==> src/sv/ljpf_pkg.sv <==
// Shared types, register indexes and helper functions of the Lennard-Jones pair force core.
package ljpf_pkg;

  // Configuration register indexes.
  localparam int unsigned CFG_IDX_W = 3;
  localparam logic [CFG_IDX_W-1:0] REG_CUTOFF_SQ  = 3'd0;
  localparam logic [CFG_IDX_W-1:0] REG_PBC_ENABLE = 3'd1;
  localparam logic [CFG_IDX_W-1:0] REG_BOX_X      = 3'd2;
  localparam logic [CFG_IDX_W-1:0] REG_BOX_Y      = 3'd3;
  localparam logic [CFG_IDX_W-1:0] REG_BOX_Z      = 3'd4;

  // Reset value of the squared cutoff: 144.0 in Q32.16.
  localparam logic [47:0] CUTOFF_SQ_RESET = 48'd9437184;

  // Sequencer states.
  typedef enum logic [4:0] {
    S_IDLE,
    S_WRAP,
    S_RSQ,
    S_CUT,
    S_EPS_MUL,
    S_SQRT,
    S_RM_MUL,
    S_S_DIV,
    S_S2_MUL,
    S_L6_MUL,
    S_L12_MUL,
    S_EA_MUL,
    S_EB_MUL,
    S_ENERGY,
    S_NUM_MUL,
    S_K_DIV,
    S_F_MUL,
    S_TOTAL,
    S_OUT
  } ljpf_state_t;

  // Signed 48-bit value from a magnitude and a sign, saturated.
  function automatic logic signed [47:0] sat_signed48(input logic [63:0] mag, input logic neg);
    logic [63:0] negated;
    negated = ~mag + 64'd1;
    if (neg) begin
      if (mag >= 64'h0000_8000_0000_0000) return 48'sh8000_0000_0000;
      return negated[47:0];
    end
    if (mag >= 64'h0000_7FFF_FFFF_FFFF) return 48'sh7FFF_FFFF_FFFF;
    return mag[47:0];
  endfunction

  // Upper part of a 128-bit product shifted right by 32, saturated to 64 bits.
  function automatic logic [63:0] sat_shr32(input logic [127:0] prod);
    if (|prod[127:96]) return '1;
    return prod[95:32];
  endfunction

endpackage

==> src/sv/ljpf_mul.sv <==
// Shared 64 by 64 multiplier built from one 32 by 32 multiplier over four partial products.
module ljpf_mul import ljpf_pkg::*; (
  input  logic         clk,
  input  logic         rst,
  input  logic         start,
  input  logic [63:0]  a,
  input  logic [63:0]  b,
  output logic         done,
  output logic [127:0] prod
);

  logic [63:0]  a_r;
  logic [63:0]  b_r;
  logic [1:0]   ph;
  logic         busy;
  logic [63:0]  pp;
  logic [1:0]   pp_sel;
  logic         pp_v;
  logic         done_r;
  logic [31:0]  a_half;
  logic [31:0]  b_half;
  logic [127:0] pp_shifted;

  // Select the halves for the current partial product.
  assign a_half = ph[1] ? a_r[63:32] : a_r[31:0];
  assign b_half = ph[0] ? b_r[63:32] : b_r[31:0];

  // Align the registered partial product.
  always_comb begin
    case (pp_sel)
      2'd0:    pp_shifted = {64'd0, pp};
      2'd3:    pp_shifted = {pp, 64'd0};
      default: pp_shifted = {32'd0, pp, 32'd0};
    endcase
  end

  // Control of the issue and accumulate steps.
  always_ff @(posedge clk) begin
    if (rst) begin
      busy   <= 1'b0;
      ph     <= 2'd0;
      pp_v   <= 1'b0;
      done_r <= 1'b0;
    end else begin
      pp_v   <= busy;
      done_r <= pp_v && (pp_sel == 2'd3);
      if (start) begin
        busy <= 1'b1;
        ph   <= 2'd0;
      end else if (busy) begin
        ph <= ph + 2'd1;
        if (ph == 2'd3) busy <= 1'b0;
      end
    end
  end

  // Operand latch, multiplier and accumulator.
  always_ff @(posedge clk) begin
    if (start) begin
      a_r  <= a;
      b_r  <= b;
      prod <= '0;
    end else if (pp_v) begin
      prod <= prod + pp_shifted;
    end
    if (busy) begin
      pp     <= 64'(a_half) * 64'(b_half);
      pp_sel <= ph;
    end
  end

  assign done = done_r;

endmodule

==> config.mk <==
export PLATFORM = sky130hd
export DESIGN_NAME = ljpf_mul
export DESIGN_NICKNAME = d
export VERILOG_FILES = /design/src/sv/ljpf_pkg.sv /design/src/sv/ljpf_mul.sv
export SDC_FILE = /design/constraint.sdc
export NUM_CORES = 2
export LEC_CHECK = 0
export BUFFER_PORTS_ARGS = -buffer_cell sky130_fd_sc_hd__buf_2
export CAP_MARGIN = 15
export CORE_ASPECT_RATIO = 0.9
export CORE_MARGIN = 5
export CORE_UTILIZATION = 47
export CTS_CLUSTER_DIAMETER = 60
export DETAILED_ROUTE_END_ITERATION = 8
export HOLD_SLACK_MARGIN = 0.02
export PLACE_DENSITY = 0.71
export SYNTH_ARGS = -nofsm -noshare
export SYNTH_HDL_FRONTEND = slang
export SYNTH_SLANG_ARGS = --single-unit
==> constraint.sdc <==
create_clock -name clk -period 11.55 [get_ports clk]
set_clock_uncertainty 0.2 [all_clocks]
set_input_delay 2.8875 -clock clk [delete_from_list [all_inputs] [get_ports clk]]
set_output_delay 2.8875 -clock clk [all_outputs]
set_load 0.05 [all_outputs]
# Yosys cells after proc, flatten, opt, wreduce, memory -nomap -nowiden
# Cells that the tools add are included.
# word_totals
wordCells,23
rom_bits,0
in_bits,131
latchBits,0
out_inout_bits,129
mem_count,0
mem_bits_rw,0
regBits,327
# op_classes
n_mux,6
reduce_logical,3
n_shift,0
n_bitwise,0
order_cmp,0
add_sub_neg,2
n_mul,1
n_eq_ne,2
n_div,0
# op_table
operator,count
$pmux 128 s2,1
$add 128x128->128,1
$mul 32x32->64,1
$mux 32,2
$eq 2x2->1 const B,2
$mux 1,3
$add 2x1->2 const B,1
$logic_not 2->1,1
$reduce_or 2->1,1
$logic_and 1x1->1,1

# Longest topological paths before layout
# depth
depth_word,4
ltp_mapped,35
depth_no_buf,31

# Least setup slack after synthesis
# Ideal clock, no wire load.
# synth_timing
path_type,reg2reg
from,reg ph[0]
to,reg pp[60] (data pin)
period_less_slack_ns,8.977
path_slack_ns,2.573
n_path_buf,4
stages_incl_launch_ff,32
arrival_ns,8.503
setup_time_ns,0.274
cell_sequence,dfxtp_1 -> clkbuf_1 -> buf_1 -> mux2i_1 -> clkbuf_1 -> nor2_1 -> fa_1 -> fa_1 -> fa_1 -> inv_1 -> fa_1 -> inv_1 -> fa_1 -> fa_1 -> fa_1 -> inv_1 -> fa_1 -> inv_1 -> ha_1 -> buf_2 -> a21o_1 -> a21o_1 -> a21oi_1 -> a21oi_1 -> a211o_1 -> a221oi_1 -> nor2_1 -> a21o_1 -> o41ai_2 -> o21a_1 -> o41ai_1 -> xor2_1
# synth_via
elab_chain_len,2
# synth_lines
item,line_no,text
start: declaration,ljpf_mul.sv:14,logic [1:0] ph;
start signal: assignment,ljpf_mul.sv:51,ph <= ph + 2'd1;
$mux 32,ljpf_mul.sv:26,assign b_half = ph[0] ? b_r[63:32] : b_r[31:0];
$mul 32x32->64,ljpf_mul.sv:67,pp <= 64'(a_half) * 64'(b_half);
end signal: assignment,ljpf_mul.sv:67,
end: declaration,ljpf_mul.sv:16,logic [63:0] pp;
# No other way between the ends.
# A chain may end at the register's enable or synchronous reset.

# Final worst setup path
# layout_timing
from,reg ph[0]
to,reg pp[63] (data pin)
# The elaborated chain is that of the path after synthesis.

==> metrics <==
FF+latch count, synth roughly 330; WS Path Type reg2reg; hold path depth 2; area leader, netlist fa_1; # diodes 0; DRC viols 0; Most used DFF post-synth edfxtp_1; synthesized area between 0.05 and 0.06 sq mm; Finished Cell Area about 0.057 sq mm; slowest CP cell mux2i_2; busiest metal layer after global routing met2; Post-CTS Resized 0; Syn Inst Count between 5000 and 6000; Congestion Overflow GR 0; initial core utilization around 47%; die area around 0.12 sq mm; asr flop ratio synth 0%; Max-Cap Viols 0; average wire per cell in the routed design roughly 25 um; Critical Path RT approximately 12 ns; Final Hold Viols 0; Fmax 97.5 MHz; RSZ-0062 raised after global routing no; slowest stage delay, CP between 0.9 and 1 ns; setup slack, reg-to-reg ~1.3 ns; synth top area cells fa_1 34%, edfxtp_1 11%, ha_1 9.3%; CTS sink cnt 327; area grow syn2layout 8.70%; Max Root-Sink Buffers 3; CTS Root Cell clkbuf_16; Critical Path AT 10.46 ns; final net count 7467; Rows 116; initial antenna violation count 6; period utilisation layout 88.8%; cts bufs inserted 45; Final min period slightly above 10 ns; Worst Max-Slew Pin Slew around 1.3 ns; max-slew violation count 0; syn nets between 7000 and 8000; layout cells sized above 1 a little under a tenth; total wire length 192 mm; overall track demand over capacity in global routing ~32%; die height about 330 um; max_slew headroom 14.6%; drt pass-1 iters 6; Post-CTS Hold Fix Bufs 0; DR iter-0 viols approximately 4800; CTS tree built; DR vias/cell 5.88; most frequent cells in the layout 900 x inv_1, 897 x fa_1, 820 x nor2_1, 743 x nand2_1, 392 x ha_1; commonest non-fill, non-tap cell in the layout inv_1; Routability Congestion 1.02; DP Area ~0.056 sq mm; GRT met3 Usage 9.10%; Detail Placement HPWL around 150 mm; largest net degree at the start of global routing 100; Clk pin slew, worst setup/hold paths ~0.06 ns; die width around 360 um; Yosys cell types 79; IO Count between 200 and 300; CTS H-Tree Depth 2; CP startpoint kind flip-flop; CP Max Fanout 30; post-synthesis area per instance 8.88 sq um; Post CTS Setup Buffer Count 0; later-pin clock latency in the skew report approximately 0.67 ns; register area share after synthesis between 15 and 20%; final setup vio count 0; status completed; Port-buffer cells 259; Global Route met1 Usage 43.1%; EDFF count, synth just under 200; vias in the first global route roughly 45000; post-synth top area share approximately a third; Hold Path Class reg2reg; Crit. End Element flip-flop; antenna-violating nets left 0; core area between 0.1 and 0.15 sq mm; GRT met2 Usage approximately 47%; YS warnings 0; setup TNS 0 ns; reg2reg path depth 33; global-route wire length before repair 284 mm; Via Count 44400
## per-layer routing
layer,wire length (um),up-vias
met3,24400,689
met1,74900,21800
met5,27,-
met2,80400,2772
met4,12500,4
li1,-,19200
## flip-flops by register name, summed over array words and instances (netlist names)
name / flops
prod: 128
a_r: 64
b_r: 64
pp: 64
ph: 2
pp_sel: 2
busy: 1
done: 1
pp_v: 1
## worst max-delay path, delay by kind of cell (launching register included)
family | cells | cell delay (ns)
compound gates | 7 | 1.60
xor+xnor | 1 | 0.10
buf+inv | 10 | 1.25
mux | 1 | 0.95
flops | 1 | 0.76
fa+ha+maj | 9 | 4.14
simple gates | 5 | 1.01
## logic make-up after synthesis
logic type / after synthesis / synth area share [%]
flip-flops: 327 / 16.1
multiplexers: 197 / 3.88
adder cells (fa/ha/maj): 1290 / 43.3
buffers and inverters: 1198 / 8.62
AND/OR/NAND/NOR: 1908 / 15.1
XOR/XNOR: 183 / 3.04
AO/OA/AOI/OAI: 842 / 9.88
## metrics by stage
stage / setup slack [ns] / std cells / util, % / hold WS [ns]
5_1_grt: 0.978 / 7556 / 51.5 / 0.301
3_3_place_gp: 1.57 / 7469 / 50.0 / 0.258
3_5_place_dp: 1.43 / 7471 / 50.0 / 0.271
4_1_cts: 1.49 / 7553 / 51.5 / 0.278
2_1_floorplan: 2.57 / 5945 / - / 0.235
6_report: 1.30 / 7556 / 51.5 / 0.276
## cell usage after synthesis, drive strengths merged, types with 3 or more instances
library cell	n
nor3	34
mux2	62
a22o	34
a31o	4
xor2	77
nand4	81
a221oi	10
nor2	821
inv	900
dfxtp	133
nand2	743
clkbuf	243
mux2i	135
a21o	102
and3	16
o211ai	14
o21ai	236
buf	55
a211oi	22
a211o	8
nor2b	25
a22oi	3
o41ai	4
and4	7
and2	83
ha	393
o221ai	4
o31ai	12
o21bai	44
xnor2	106
a21oi	271
fa	897
a311oi	3
a41oi	3
nand3	40
or3	12
a21boi	11
nand2b	16
nor3b	3
or2	9
edfxtp	194
or4	4
o21a	24
a31oi	16
nor4	10
## worst paths after layout
path	from	to
worst max register to register	ph[0]	pp[63]
worst max-delay path	ph[0]	pp[63]
worst min register to register	prod[118]	prod[118]
worst min-delay path	prod[118]	prod[118]
## final cells by class
class                      count  area (sq um)
clock buffer                  51          1160
multi-input combinational   4420         40000
timing repair buffer         352          2030
clock inverter                31           498
inverter                     900          3380
fill                       10300         54000
sequential                   327          8500
tap                         1475          1850
Power is not shown: default switching activity piles up to over one toggle a cycle in this logic, so the estimate is an artifact.
