File: config.mk
export PLATFORM = sky130hd
export DESIGN_NAME = ljpf_div
export DESIGN_NICKNAME = d
export VERILOG_FILES = /design/src/sv/ljpf_pkg.sv /design/src/sv/ljpf_div.sv
export SDC_FILE = /design/constraint.sdc
export NUM_CORES = 1
export LEC_CHECK = 0
export BUFFER_PORTS_ARGS = -buffer_cell sky130_fd_sc_hd__buf_4
export CORE_ASPECT_RATIO = 1.75
export CORE_MARGIN = 2
export CORE_UTILIZATION = 40
export CTS_CLUSTER_DIAMETER = 30
export CTS_CLUSTER_SIZE = 14
export DETAILED_ROUTE_END_ITERATION = 8
export PLACE_DENSITY = 0.73
export SLEW_MARGIN = 20
export SYNTH_ARGS = -nofsm -noshare
export SYNTH_HDL_FRONTEND = slang
export SYNTH_SLANG_ARGS = --single-unit
File: constraint.sdc
create_clock -name clk -period 4.5 [get_ports clk]
set_clock_uncertainty 0.2 [all_clocks]
set_input_delay 0.225 -clock clk [delete_from_list [all_inputs] [get_ports clk]]
set_output_delay 0.225 -clock clk [all_outputs]
set_load 0.02 [all_outputs]
File: src/sv/ljpf_pkg.sv
// Shared types, register indexes and helper functions of the Lennard-Jones pair force core.
package ljpf_pkg;

  // Configuration register indexes.
  localparam int unsigned CFG_IDX_W = 3;
  localparam logic [CFG_IDX_W-1:0] REG_CUTOFF_SQ  = 3'd0;
  localparam logic [CFG_IDX_W-1:0] REG_PBC_ENABLE = 3'd1;
  localparam logic [CFG_IDX_W-1:0] REG_BOX_X      = 3'd2;
  localparam logic [CFG_IDX_W-1:0] REG_BOX_Y      = 3'd3;
  localparam logic [CFG_IDX_W-1:0] REG_BOX_Z      = 3'd4;

  // Reset value of the squared cutoff: 144.0 in Q32.16.
  localparam logic [47:0] CUTOFF_SQ_RESET = 48'd9437184;

  // Sequencer states.
  typedef enum logic [4:0] {
    S_IDLE,
    S_WRAP,
    S_RSQ,
    S_CUT,
    S_EPS_MUL,
    S_SQRT,
    S_RM_MUL,
    S_S_DIV,
    S_S2_MUL,
    S_L6_MUL,
    S_L12_MUL,
    S_EA_MUL,
    S_EB_MUL,
    S_ENERGY,
    S_NUM_MUL,
    S_K_DIV,
    S_F_MUL,
    S_TOTAL,
    S_OUT
  } ljpf_state_t;

  // Signed 48-bit value from a magnitude and a sign, saturated.
  function automatic logic signed [47:0] sat_signed48(input logic [63:0] mag, input logic neg);
    logic [63:0] negated;
    negated = ~mag + 64'd1;
    if (neg) begin
      if (mag >= 64'h0000_8000_0000_0000) return 48'sh8000_0000_0000;
      return negated[47:0];
    end
    if (mag >= 64'h0000_7FFF_FFFF_FFFF) return 48'sh7FFF_FFFF_FFFF;
    return mag[47:0];
  endfunction

  // Upper part of a 128-bit product shifted right by 32, saturated to 64 bits.
  function automatic logic [63:0] sat_shr32(input logic [127:0] prod);
    if (|prod[127:96]) return '1;
    return prod[95:32];
  endfunction

endpackage

File: src/sv/ljpf_div.sv
// Restoring divider: 128-bit dividend over a 64-bit divisor, one quotient bit per cycle.
module ljpf_div import ljpf_pkg::*; (
  input  logic         clk,
  input  logic         rst,
  input  logic         start,
  input  logic [127:0] num,
  input  logic [63:0]  den,
  output logic         done,
  output logic [63:0]  quo,
  output logic [63:0]  rem
);

  logic [63:0] den_r;
  logic [5:0]  cnt;
  logic        busy;
  logic        done_r;
  logic [65:0] trial;
  logic        ge;

  // Trial subtraction of the divisor from the shifted remainder.
  assign trial = {1'b0, rem, quo[63]} - {2'd0, den_r};
  assign ge    = ~trial[65];

  // Iteration control; a quotient that would overflow saturates at once.
  always_ff @(posedge clk) begin
    if (rst) begin
      busy   <= 1'b0;
      cnt    <= 6'd0;
      done_r <= 1'b0;
    end else begin
      done_r <= 1'b0;
      if (start) begin
        cnt <= 6'd0;
        if (num[127:64] >= den) done_r <= 1'b1;
        else busy <= 1'b1;
      end else if (busy) begin
        cnt <= cnt + 6'd1;
        if (cnt == 6'd63) begin
          busy   <= 1'b0;
          done_r <= 1'b1;
        end
      end
    end
  end

  // Remainder and quotient shift registers.
  always_ff @(posedge clk) begin
    if (start) begin
      den_r <= den;
      rem   <= num[127:64];
      quo   <= (num[127:64] >= den) ? '1 : num[63:0];
    end else if (busy) begin
      rem <= ge ? trial[63:0] : {rem[62:0], quo[63]};
      quo <= {quo[62:0], ge};
    end
  end

  assign done = done_r;

endmodule

; ---- Yosys cells after proc, flatten, opt, wreduce, memory -nomap -nowiden
; Index checks and enable logic that the tools add are counted.
[op_classes]
eq_ne = 2
muxes = 14
n_reduce_logical = 2
bitwise = 1
add_sub_neg = 2
n_lt_le_gt_ge = 1
[ops]
columns = cell, count
row1 = $mux 64, 6
row2 = $sub 65x64->66, 1
row3 = $ge 64x64->1, 1
row4 = $mux 1, 8
row5 = $add 6x1->6 const B, 1
row6 = $eq 6x6->1 const B, 1
row7 = $ne 2x2->1 const B, 1
row8 = $reduce_bool 2->1, 1
row9 = $reduce_or 2->1, 1
row10 = $not 1->1, 1
[word_totals]
input_bits = 195
register_bits = 200
output_inout_bits = 129
elab_cells = 28

; ---- Depth between registers and ports, before layout
; Gate-level depths: netlist of the first run.
[depth]
word_depth = 4
mapped_depth = 15
depth_no_buf = 14

; ---- Least setup slack after synthesis of the first run
; OpenSTA, ideal clock, no wires.
[synth_path]
path_type = flip-flop to flip-flop
startpoint = register quo[63]
endpoint = register rem[58], data pin
period_less_slack_ns = 3.819
setup_ns = 0.278
path_buffers = 0
arrival_time_ns = 3.342
path_stages_with_launch = 15
setup_slack_ns = 0.681
t_required_ns = 4.022
cell_sequence = edfxtp_1 > inv_1 > ha_1 > inv_1 > fa_1 > a21o_1 > a221o_1 > a31oi_1 > a41oi_1 > a211oi_2 > nor4b_1 > or3_4 > a21oi_1 > xor2_1 > o221ai_1
[synth_via]
elab_chain_cells = 4
[synth_rtl]
columns = element, line
row1 = start: declaration, ljpf_div.sv:9  ; output logic [63:0] quo,
row2 = start signal: assignment, ljpf_div.sv:51  ; quo <= (num[127:64] >= den) ? '1 : num[63:0];
row3 = start signal: assignment, ljpf_div.sv:54  ; quo <= {quo[62:0], ge};
row4 = $sub 65x64->66, ljpf_div.sv:21  ; assign trial = {1'b0, rem, quo[63]} - {2'd0, den_r};
row5 = $mux 64, ljpf_div.sv:53  ; rem <= ge ? trial[63:0] : {rem[62:0], quo[63]};
row6 = $mux 64, ljpf_div.sv:52  ; end else if (busy) begin
row7 = $mux 64, ljpf_div.sv:48  ; if (start) begin
row8 = end signal: assignment, ljpf_div.sv:50  ; rem <= num[127:64];
row9 = end signal: assignment, ljpf_div.sv:53
row10 = end: declaration, ljpf_div.sv:10  ; output logic [63:0] rem
; No other way between the ends. The select of a mux whose other input is x is not followed.
; A chain may end at the register's enable or synchronous reset.

; ---- Worst setup path in the final report of the first run
; Ends and elaborated chain as after synthesis.

==> results.yml, run 1 <==
pwr:
  p_leak_nw: 8.48
  p_sw_mw: 3.30
  swShare: 0.409
  clock_power_share: 0.207
  comb_power_share: 0.465
  p_int_mw: 4.76
  power_density_nw_per_um2: 418
  seqPwrFrac: 0.329
  ir_drop_mv: 0.255
timing:
  max_slew.worst_pin.slew_ps: 791
  setup_viol: 0
  slew_headroom: 0.473
  rsz0062_at_grt: "false"
  fin_setup_tns_ps: 0
  finalCritPeriodShare: 0.932
  timing.fmax_mhz: 238
  min_period_ps: 4190
  final-hold-violation-count: 0
  layout_setup_ws_ps: 306
  drv_slew: 0
placed_design:
  place_ws_ps: 241
  placedCellCount: 2212
  placed_area_sq_um: 16700
  place.detailed.hpwl_mm: 33.5
  port-buffer-count: 323
  place_congestion: 0.906
synthesis:
  synth_area_leaders: "edfxtp_1, ha_1, a21oi_1"
  synth_seq_cells: 200
  synth_cells: 1496
  synth_area_sq_um: 13900
  synthTopCellsByCount: "edfxtp_1, nor2_1, a21oi_1"
  synth_top_area_frac: 0.414
  yosysMostFrequentCell: "edfxtp_1"
  ys_seq_area_frac: 0.425
  ys_types: 74
  synth_nets: 1821
  async_flop_share: 0
  synth-edff-count: 192
  avgSynthCellArea_sq_um: 9.31
  ys.flop_type: "edfxtp_1"
  yosys.area.top_type: "edfxtp_1"
  yosysWarningCount: 0
hold_path:
  hold_path_class: "in -> reg"
clock_network:
  insertion_delay_ps: 470
  cts.repair.resized: 0
  cts.clk_slew.worst_paths_ps: 90
  cts_buffer_depth: 2
  cts_tree: "built"
  cts_setup_buffers: 0
  clock-sinks: 200
  cts_buffers: 17
  htreeDepth: 4
  cts-root-buf: "clkbuf_16"
finish:
  fin_area_sq_um: 19300
  drive_gt1_frac: 0.198
  area.sequential_sq_um: 5930
  final_core_util: 0.560
  nNetsFinal: 2288
  n_fill_cell: 2949
  instances_no_fill: 2437
  multi_input_area_sq_um: 7110
  syn_to_final_growth_pct: 38.6
floorplan:
  ioPinCount: 324
  start_util: 0.404
  dieWidth_microns: 145
  die_y_microns: 251
  core_sq_um: 34500
  rows: 90
  die_area_sq_um: 36400
detailed_routing:
  vias: 13500
  ant_nets: 0
  finalWirelength_mm: 46.2
  drt_first_pass_iters: 5
  viasPerCell: 5.52
  drc: 0
  drt_iter0_drc: 766
  avgRoutedWirePerCell_microns: 19.0
global_routing:
  track_usage: 0.250
  grt_pass1_wl_mm: 72.3
  antenna_found_initial: 1
  use_met3: 0.0425
  grtUsageMet2: 0.482
  grt_pass1_vias: 13800
  busiest_layer: "met2"
  grt_use_met1: 0.258
  grt_overflow: 0
  grt_max_degree: 161
critical_path:
  crit_start: "quo[63]$_DFFE_PP_"
  crit_path_start_kind: "flop"
  endpoint: "rem[58]$_DFFE_PP_"
  r2r_start: "quo[63]$_DFFE_PP_"
  reg2reg_to: "rem[58]$_DFFE_PP_"
  cp-end-kind: "flop"
  ff2ff_path_depth: 14
  worstSetupPathType: "reg -> reg"
  crit_required_ps: 4500
  crit_arrival_ps: 4190
  path_max_fanout: 4
  r2r_setup_slack_ps: 310
run_status:
  status: "complete, no violations"
job:
  maxCapViolCount: 0
## layout by cell type, fill, tap and decap left out, types with 5 or more instances in the layout
cell type and instances:
buf_12 5, nand3_1 59, o21ai_0 45, buf_4 329
o21a_1 8, xor2_1 32, o311ai_1 9, nand2b_1 7
o311ai_0 31, nor3_1 16, or3_1 9, dlygate4sd3_1 192
inv_1 145, clkinv_8 7, a21o_1 49, edfxtp_1 192
and2_1 6, xnor2_1 33, clkbuf_16 17, and3_1 15
a211oi_1 9, ha_1 129, a21oi_1 161, o21bai_1 10
o211ai_1 10, nand2_1 119, inv_8 5, a221o_1 7
nand4_1 29, a31oi_1 12, nor2_1 179, nor2b_1 5
mux2i_1 11, dfxtp_1 8
## worst max-delay path: stages (launching register included)
cell,delay [ps]
edfxtp_1,420
inv_1,80
ha_1,160
inv_1,50
fa_1,410
a21o_1,220
a221o_1,340
a31oi_1,280
a41oi_1,300
a211oi_2,440
nor4b_1,100
or3_4,420
a21oi_1,190
xor2_1,170
o221ai_1,140
## repair_timing
item                                    in CTS  in global routing
endpoints found under the setup margin       0                  1
endpoints found under the hold margin      199                  0
hold buffers                               192                  0
## metal layers
layer / share of wire / wire [microns]
met1: 0.36 / 16500
met2: 0.55 / 25200
met4: 0.045 / 2060
met5: 0 / 0
met3: 0.054 / 2480
## metrics by stage
| step | power [mW] | hold slack [ps] |
|---|---|---|
| after detailed placement | 6.25 | 204 |
| after global placement | 6.20 | 208 |
| after CTS | 8.05 | 9.10 |
| after floorplan | 5.06 | 94.1 |
| after global routing | 8.51 | 29.9 |
| final | 8.06 | 14.7 |
## registers in the layout, indices dropped and copies added, names as in the netlist
signal and flops:
busy 1, rem 64, quo 64, done 1, den_r 64, cnt 6
## final cells by class
type | instances | area share
flip-flops and latches | 200 | 0.307
diodes | 1 | 0.000130
clock inverters | 15 | 0.0109
well taps | 460 | 0.0298
multi-input cells | 1071 | 0.368
inverters | 146 | 0.0284
repair buffers | 527 | 0.233
clock buffers | 17 | 0.0220
## worst min path at each step
stage | from | to | slack, ps | cells after the start
floorplan | rst | done$_SDFF_PP0_ | 90 | 1
global placement | rst | busy$_SDFFE_PP0P_ | 210 | 2
detailed placement | rst | busy$_SDFFE_PP0P_ | 200 | 2
CTS | num[64] | rem[0]$_DFFE_PP_ | 9 | 3
global route | start | den_r[13]$_DFFE_PP_ | 30 | 1
finish | start | den_r[10]$_DFFE_PP_ | 10 | 1
## logic make-up after synthesis
family / count (synthesis) / synth area share
xor gates and xnor gates: 65 / 0.0409
AOI/OAI and AO/OA: 402 / 0.192
and+or+nand+nor: 461 / 0.149
DFF: 200 / 0.425
adders and majority gates: 130 / 0.117
muxes: 13 / 0.00952
buffers and inverters: 225 / 0.0658
## power by group through the flow
stage	Sequential (mW)	Combinational, mW	Clock, mW
2_1_floorplan	2.89	2.17	0
4_1_cts	2.65	3.72	1.68
6_report	2.65	3.75	1.66
5_1_grt	2.68	4.09	1.75
3_5_place_dp	2.68	3.57	0
3_3_place_gp	2.67	3.52	0
Power figures use the tool's default switching activity.
==> inputs of run 2 (changes only) <==
==> constraint.sdc (replaced) <==
create_clock -name clk -period 4.5 [get_ports clk]
set_clock_uncertainty 0.2 [all_clocks]
set_input_delay 0.45 -clock clk [delete_from_list [all_inputs] [get_ports clk]]
set_output_delay 0.45 -clock clk [all_outputs]
set_load 0.02 [all_outputs]
==> run 2 against run 1 <==
  * Global-route usage down 1.5 points
  * Fmax down 0.62%
  * Wire length down 6.0%
  * Worst setup slack worse by 26 ps
  * Core utilization down 3.7 points
  * Count of clock-buffer cells in the layout unchanged
  * Register-to-register slack worse by 30 ps
  * First-iteration DRC count down 12%
  * Clock power about the same
  * Via count down 5.3%
  * Critical path type unchanged
  * Largest cell class unchanged
  * Highest routed layer is now met5
==> results.yml, run 2 (same netlist as run 1, synthesis figures left out) <==
global_routing:
  grt_pass1_vias: 13100
  grt_max_degree: 169
  track_usage: 0.235
  grt_overflow: 0
  antenna_found_initial: 3
  grt_pass1_wl_mm: 67.5
finish:
  instances_no_fill: 2313
  mostFrequentLayoutCell: "buf_4"
  multi_input_area_sq_um: 7110
  fin_area_sq_um: 18000
  nNetsFinal: 2163
  n_fill_cell: 3197
  largestRegisters: "den_r x64, quo x64, rem x64"
  final_core_util: 0.524
  final_cell_mix: "buf_4, edfxtp_1, nor2_1, a21oi_1, inv_1"
  drive_gt1_frac: 0.212
  syn_to_final_growth_pct: 29.5
  area.sequential_sq_um: 5930
timing:
  timing.fmax_mhz: 237
  fin_hold_ws_ps: 74.6
  max_slew.worst_pin.slew_ps: 982
  fin_setup_tns_ps: 0
  min_period_ps: 4220
  finalCritPeriodShare: 0.938
  final-hold-violation-count: 0
  rsz0062_at_grt: "false"
  drv_slew: 0
  slew_headroom: 0.345
  setup_viol: 0
  layout_setup_ws_ps: 280
critical_path:
  crit_required_ps: 4510
  crit_arrival_ps: 4230
  worstSetupPathType: "reg -> reg"
  cp-end-kind: "flop"
  crit_path_start_kind: "flop"
  path_max_fanout: 4
clock_network:
  cts.clk_slew.worst_paths_ps: 80
  htreeDepth: 4
  insertion_delay_ps: 480
  clock-sinks: 200
  cts_buffer_depth: 2
  cts_buffers: 17
  cts_tree: "built"
  cts-root-buf: "clkbuf_16"
placed_design:
  place_ws_ps: 253
  port-buffer-count: 323
  place.detailed.hpwl_mm: 33.5
  placedCellCount: 2214
  placed_area_sq_um: 16800
  place_congestion: 0.910
detailed_routing:
  finalWirelength_mm: 43.4
  drt_first_pass_iters: 5
  drt_iter0_drc: 671
  viasPerCell: 5.51
  ant_nets: 0
  vias: 12700
  avgRoutedWirePerCell_microns: 18.8
  drc: 0
floorplan:
  die_y_microns: 251
  core_sq_um: 34500
  start_util: 0.404
  rows: 90
  ioPinCount: 324
  die_area_sq_um: 36400
  dieWidth_microns: 145
pwr:
  finalPower_mw: 7.95
  ir_drop_mv: 0.281
  power_density_nw_per_um2: 440
  p_leak_nw: 7.96
hold_path:
  hold_path_class: "in -> reg"
job:
  maxCapViolCount: 0
run_status:
  status: "complete, no violations"
-- run 2: cell types whose count changed in the layout (fill, tap and decap cells not counted), sizes merged --
cell         before  now
diode             1    2
clkinvlp          1    0
dlygate4sd3     192   65
inv             153  156
buf             335  337
clkinv            7    5
-- run 2: routing by layer --
metal,part of all wire,vias to the layer above,track usage
li1,-,6129,-
met1,0.36,6060,0.244
met2,0.54,459,0.452
met3,0.054,93,0.0439
met4,0.040,2,0.109
met5,0.00025,-,0
-- run 2: worst paths after layout --
| check | depth (start not counted) | from | slack (ps) | endpoint |
|---|---|---|---|---|
| min reg2reg | 2 | cnt[5]$_SDFFE_PP0P_ | 320 | cnt[5]$_SDFFE_PP0P_ |
| min | 3 | num[108] | 70 | rem[44]$_DFFE_PP_ |
| max | 14 | quo[63]$_DFFE_PP_ | 280 | rem[58]$_DFFE_PP_ |
| max reg2reg | 14 | quo[63]$_DFFE_PP_ | 280 | rem[58]$_DFFE_PP_ |
-- run 2: area by class of cell --
class                      count  area share
sequential                   200       0.328
inverter                     146      0.0304
tap                          460      0.0319
clock inverter                15      0.0105
antenna                        2    0.000277
timing repair buffer         402       0.181
multi-input combinational   1071       0.394
clock buffer                  17      0.0236
-- run 2: critical path: stages, from the launching register on --
cell and delay (ps):
edfxtp_1 430, inv_1 90, ha_1 180, inv_1 60, fa_1 410, a21o_1 220
a221o_1 340, a31oi_1 260, a41oi_1 300, a211oi_2 450, nor4b_1 100, or3_4 420
a21oi_1 190, xor2_1 180, o221ai_1 130
-- run 2: what timing repair did --
| action | in CTS | in global routing |
|---|---|---|
| hold buffers | 65 | 0 |
| buffers inserted | 0 | 0 |
| hold endpoints to repair | 66 | 0 |
| resized for setup | 0 | 0 |
-- run 2: power by group --
| part | total [mW] | internal [mW] | switching [mW] |
|---|---|---|---|
| registers | 2.65 | 2.42 | 0.235 |
| clock network | 1.63 | 0.766 | 0.861 |
| logic | 3.66 | 1.51 | 2.15 |
| total | 7.95 | 4.70 | 3.25 |
==> inputs of run 3 (changes only) <==
--- a/config.mk
+++ b/config.mk
@@ -8,11 +8,11 @@
 export BUFFER_PORTS_ARGS = -buffer_cell sky130_fd_sc_hd__buf_4
 export CORE_ASPECT_RATIO = 1.75
 export CORE_MARGIN = 2
-export CORE_UTILIZATION = 40
+export CORE_UTILIZATION = 50
 export CTS_CLUSTER_DIAMETER = 30
 export CTS_CLUSTER_SIZE = 14
 export DETAILED_ROUTE_END_ITERATION = 8
-export PLACE_DENSITY = 0.73
+export PLACE_DENSITY = 0.89
 export SLEW_MARGIN = 20
 export SYNTH_ARGS = -nofsm -noshare
 export SYNTH_HDL_FRONTEND = slang
==> constraint.sdc (replaced) <==
create_clock -name clk -period 3.8 [get_ports clk]
set_clock_uncertainty 0.2 [all_clocks]
set_input_delay 0.38 -clock clk [delete_from_list [all_inputs] [get_ports clk]]
set_output_delay 0.38 -clock clk [all_outputs]
set_load 0.02 [all_outputs]
==> run 3 against run 2 <==
  * Sequential power increased by 18%
  * Non-clock buffer count increased by 104
  * Largest cell class unchanged
  * Largest power group unchanged
  * Critical endpoint is now rem[61]$_DFFE_PP_
  * Wire length increased by 10%
  * Register-to-register slack got worse by 190 ps
  * Via count increased by 7.9%
==> results.yml, run 3 (same netlist as run 1, synthesis figures left out) <==
run_status:
  status: "complete, no violations"
critical_path:
  path_depth: 12
  crit_top_cell: "mux2_2"
  worstSetupPathType: "reg -> reg"
  crit_slowest_cell: "edfxtp_1"
  cp_top_family: "compound AO/OA/AOI/OAI gates"
  crit_required_ps: 3820
  path_cells: "ha_4 > a21oi_1 > o21ai_1 > a221o_1 > o2111ai_2 > and3_4 > o221a_4 > a31oi_4 > a211oi_4 > buf_6 > mux2_2 > mux2_2"
  path_max_fanout: 3
  cp_num_buf_inv: 1
  cp-end-kind: "flop"
  crit_path_start_kind: "flop"
  crit_arrival_ps: 3730
  ff2ff_path_depth: 12
  critical_path.max_stage_delay_ps: 440
pwr:
  clock_power_share: 0.181
  p_sw_mw: 4.13
  seqPwrFrac: 0.307
  swShare: 0.405
  power_density_nw_per_um2: 533
  comb_power_share: 0.512
  p_leak_nw: 8.53
  ir_drop_mv: 0.388
  p_int_mw: 6.06
detailed_routing:
  drt_iter0_drc: 1053
  ant_nets: 0
  drc: 0
  avgRoutedWirePerCell_microns: 20.6
  drt_first_pass_iters: 7
  vias: 13800
  viasPerCell: 5.92
  finalWirelength_mm: 47.8
timing:
  finalCritPeriodShare: 0.975
  setup_viol: 0
  final-hold-violation-count: 0
  min_period_ps: 3710
  slew_headroom: 0.470
  fin_hold_ws_ps: 8.60
  timing.fmax_mhz: 270
  drv_slew: 0
  max_slew.worst_pin.slew_ps: 795
global_routing:
  grt_pass1_wl_mm: 71.0
  antenna_found_initial: 0
  track_usage: 0.314
  grt_pass1_vias: 14100
  grt_overflow: 0
  grt_max_degree: 168
hold_path:
  hold_path_class: "in -> reg"
  hold_depth: 3
floorplan:
  ioPinCount: 324
  core_sq_um: 27300
  dieWidth_microns: 130
  die_y_microns: 225
  rows: 80
  start_util: 0.510
  die_area_sq_um: 29300
clock_network:
  cts_tree: "built"
  insertion_delay_ps: 470
  cts_buffer_depth: 2
  cts-root-buf: "clkbuf_16"
  cts_buffers: 17
  cts.clk_slew.worst_paths_ps: 80
  clock-sinks: 200
  htreeDepth: 4
finish:
  nNetsFinal: 2267
  final_cell_mix: "buf_4, edfxtp_1, nor2_1, a21oi_1, inv_1"
  mostFrequentLayoutCell: "buf_4"
  instances_no_fill: 2325
  syn_to_final_growth_pct: 37.3
  fin_area_sq_um: 19100
  largestRegisters: "den_r x64, quo x64, rem x64"
  drive_gt1_frac: 0.281
placed_design:
  place.detailed.hpwl_mm: 34.1
  port-buffer-count: 323
  placed_area_sq_um: 17300
  placedCellCount: 2209
  place_congestion: 0.926
job:
  maxCapViolCount: 0
[run 3: cell count changes in the layout (fill, tap and decap cells not counted), moves of 6 or more]
cell	previous run	this run
buf_4	330	422
o311ai_0	31	19
ha_1	129	118
o311ai_1	9	18
a21oi_1	161	153
a21oi_2	1	8
ha_2	0	7
clkbuf_16	17	23
[run 3: path summary, 6_finish.rpt]
check | from | end | slack, ps
max | rem[7]$_DFFE_PP_ | rem[61]$_DFFE_PP_ | 90
min | num[116] | rem[52]$_DFFE_PP_ | 9
max reg2reg | rem[7]$_DFFE_PP_ | rem[61]$_DFFE_PP_ | 90
min reg2reg | cnt[5]$_SDFFE_PP0P_ | cnt[5]$_SDFFE_PP0P_ | 320
[run 3: repair_timing]
action,in CTS,in global routing
hold buffers,65,0
cloned,0,6
pin swaps,4,23
hold endpoints to repair,66,0
buffers inserted,3,9
endpoints found under the setup margin,59,128
gates resized for setup,13,76
[run 3: tightest hold or removal path, cell delays in order]
cell      delay (ps)
buf_4             90
nand2_1           50
o311ai_1          60
[run 3: stage by stage]
stage / total power [mW] / util / worst slack [ps] / TNS, ps
global route: 10.7 / 0.700 / -51.9 / -554
global placement: 7.66 / 0.634 / -71.0 / -548
finish: 10.2 / 0.700 / 93.2 / 0
CTS: 9.72 / 0.681 / 4.70 / 0
detailed placement: 7.78 / 0.634 / -214 / -5560
floorplan: 6.00 / - / 21.0 / 0
[run 3: layer usage]
metal,vias to the layer above,global-route usage,share of wire
met5,-,0,0
met2,743,0.577,0.53
met1,6455,0.314,0.34
li1,6330,-,-
met4,0,0.187,0.066
met3,225,0.0725,0.069
[run 3: layout make-up]
type,count,area [sq um]
clock inverter,14,138
clock buffer,18,439
tap,369,462
antenna,1,2.50
multi-input combinational,1071,7420
timing repair buffer,506,4200
sequential,200,5930
fill,1873,8200
inverter,146,548
[run 3: power by group through the flow]
| stage | Clock (mW) | Sequential, mW | Combinational [mW] |
|---|---|---|---|
| after floorplan | 0 | 3.43 | 2.58 |
| final | 1.84 | 3.13 | 5.22 |
| after global routing | 1.92 | 3.15 | 5.58 |
| after global placement | 0 | 3.14 | 4.52 |
| after CTS | 1.84 | 3.11 | 4.78 |
| after detailed placement | 0 | 3.15 | 4.63 |
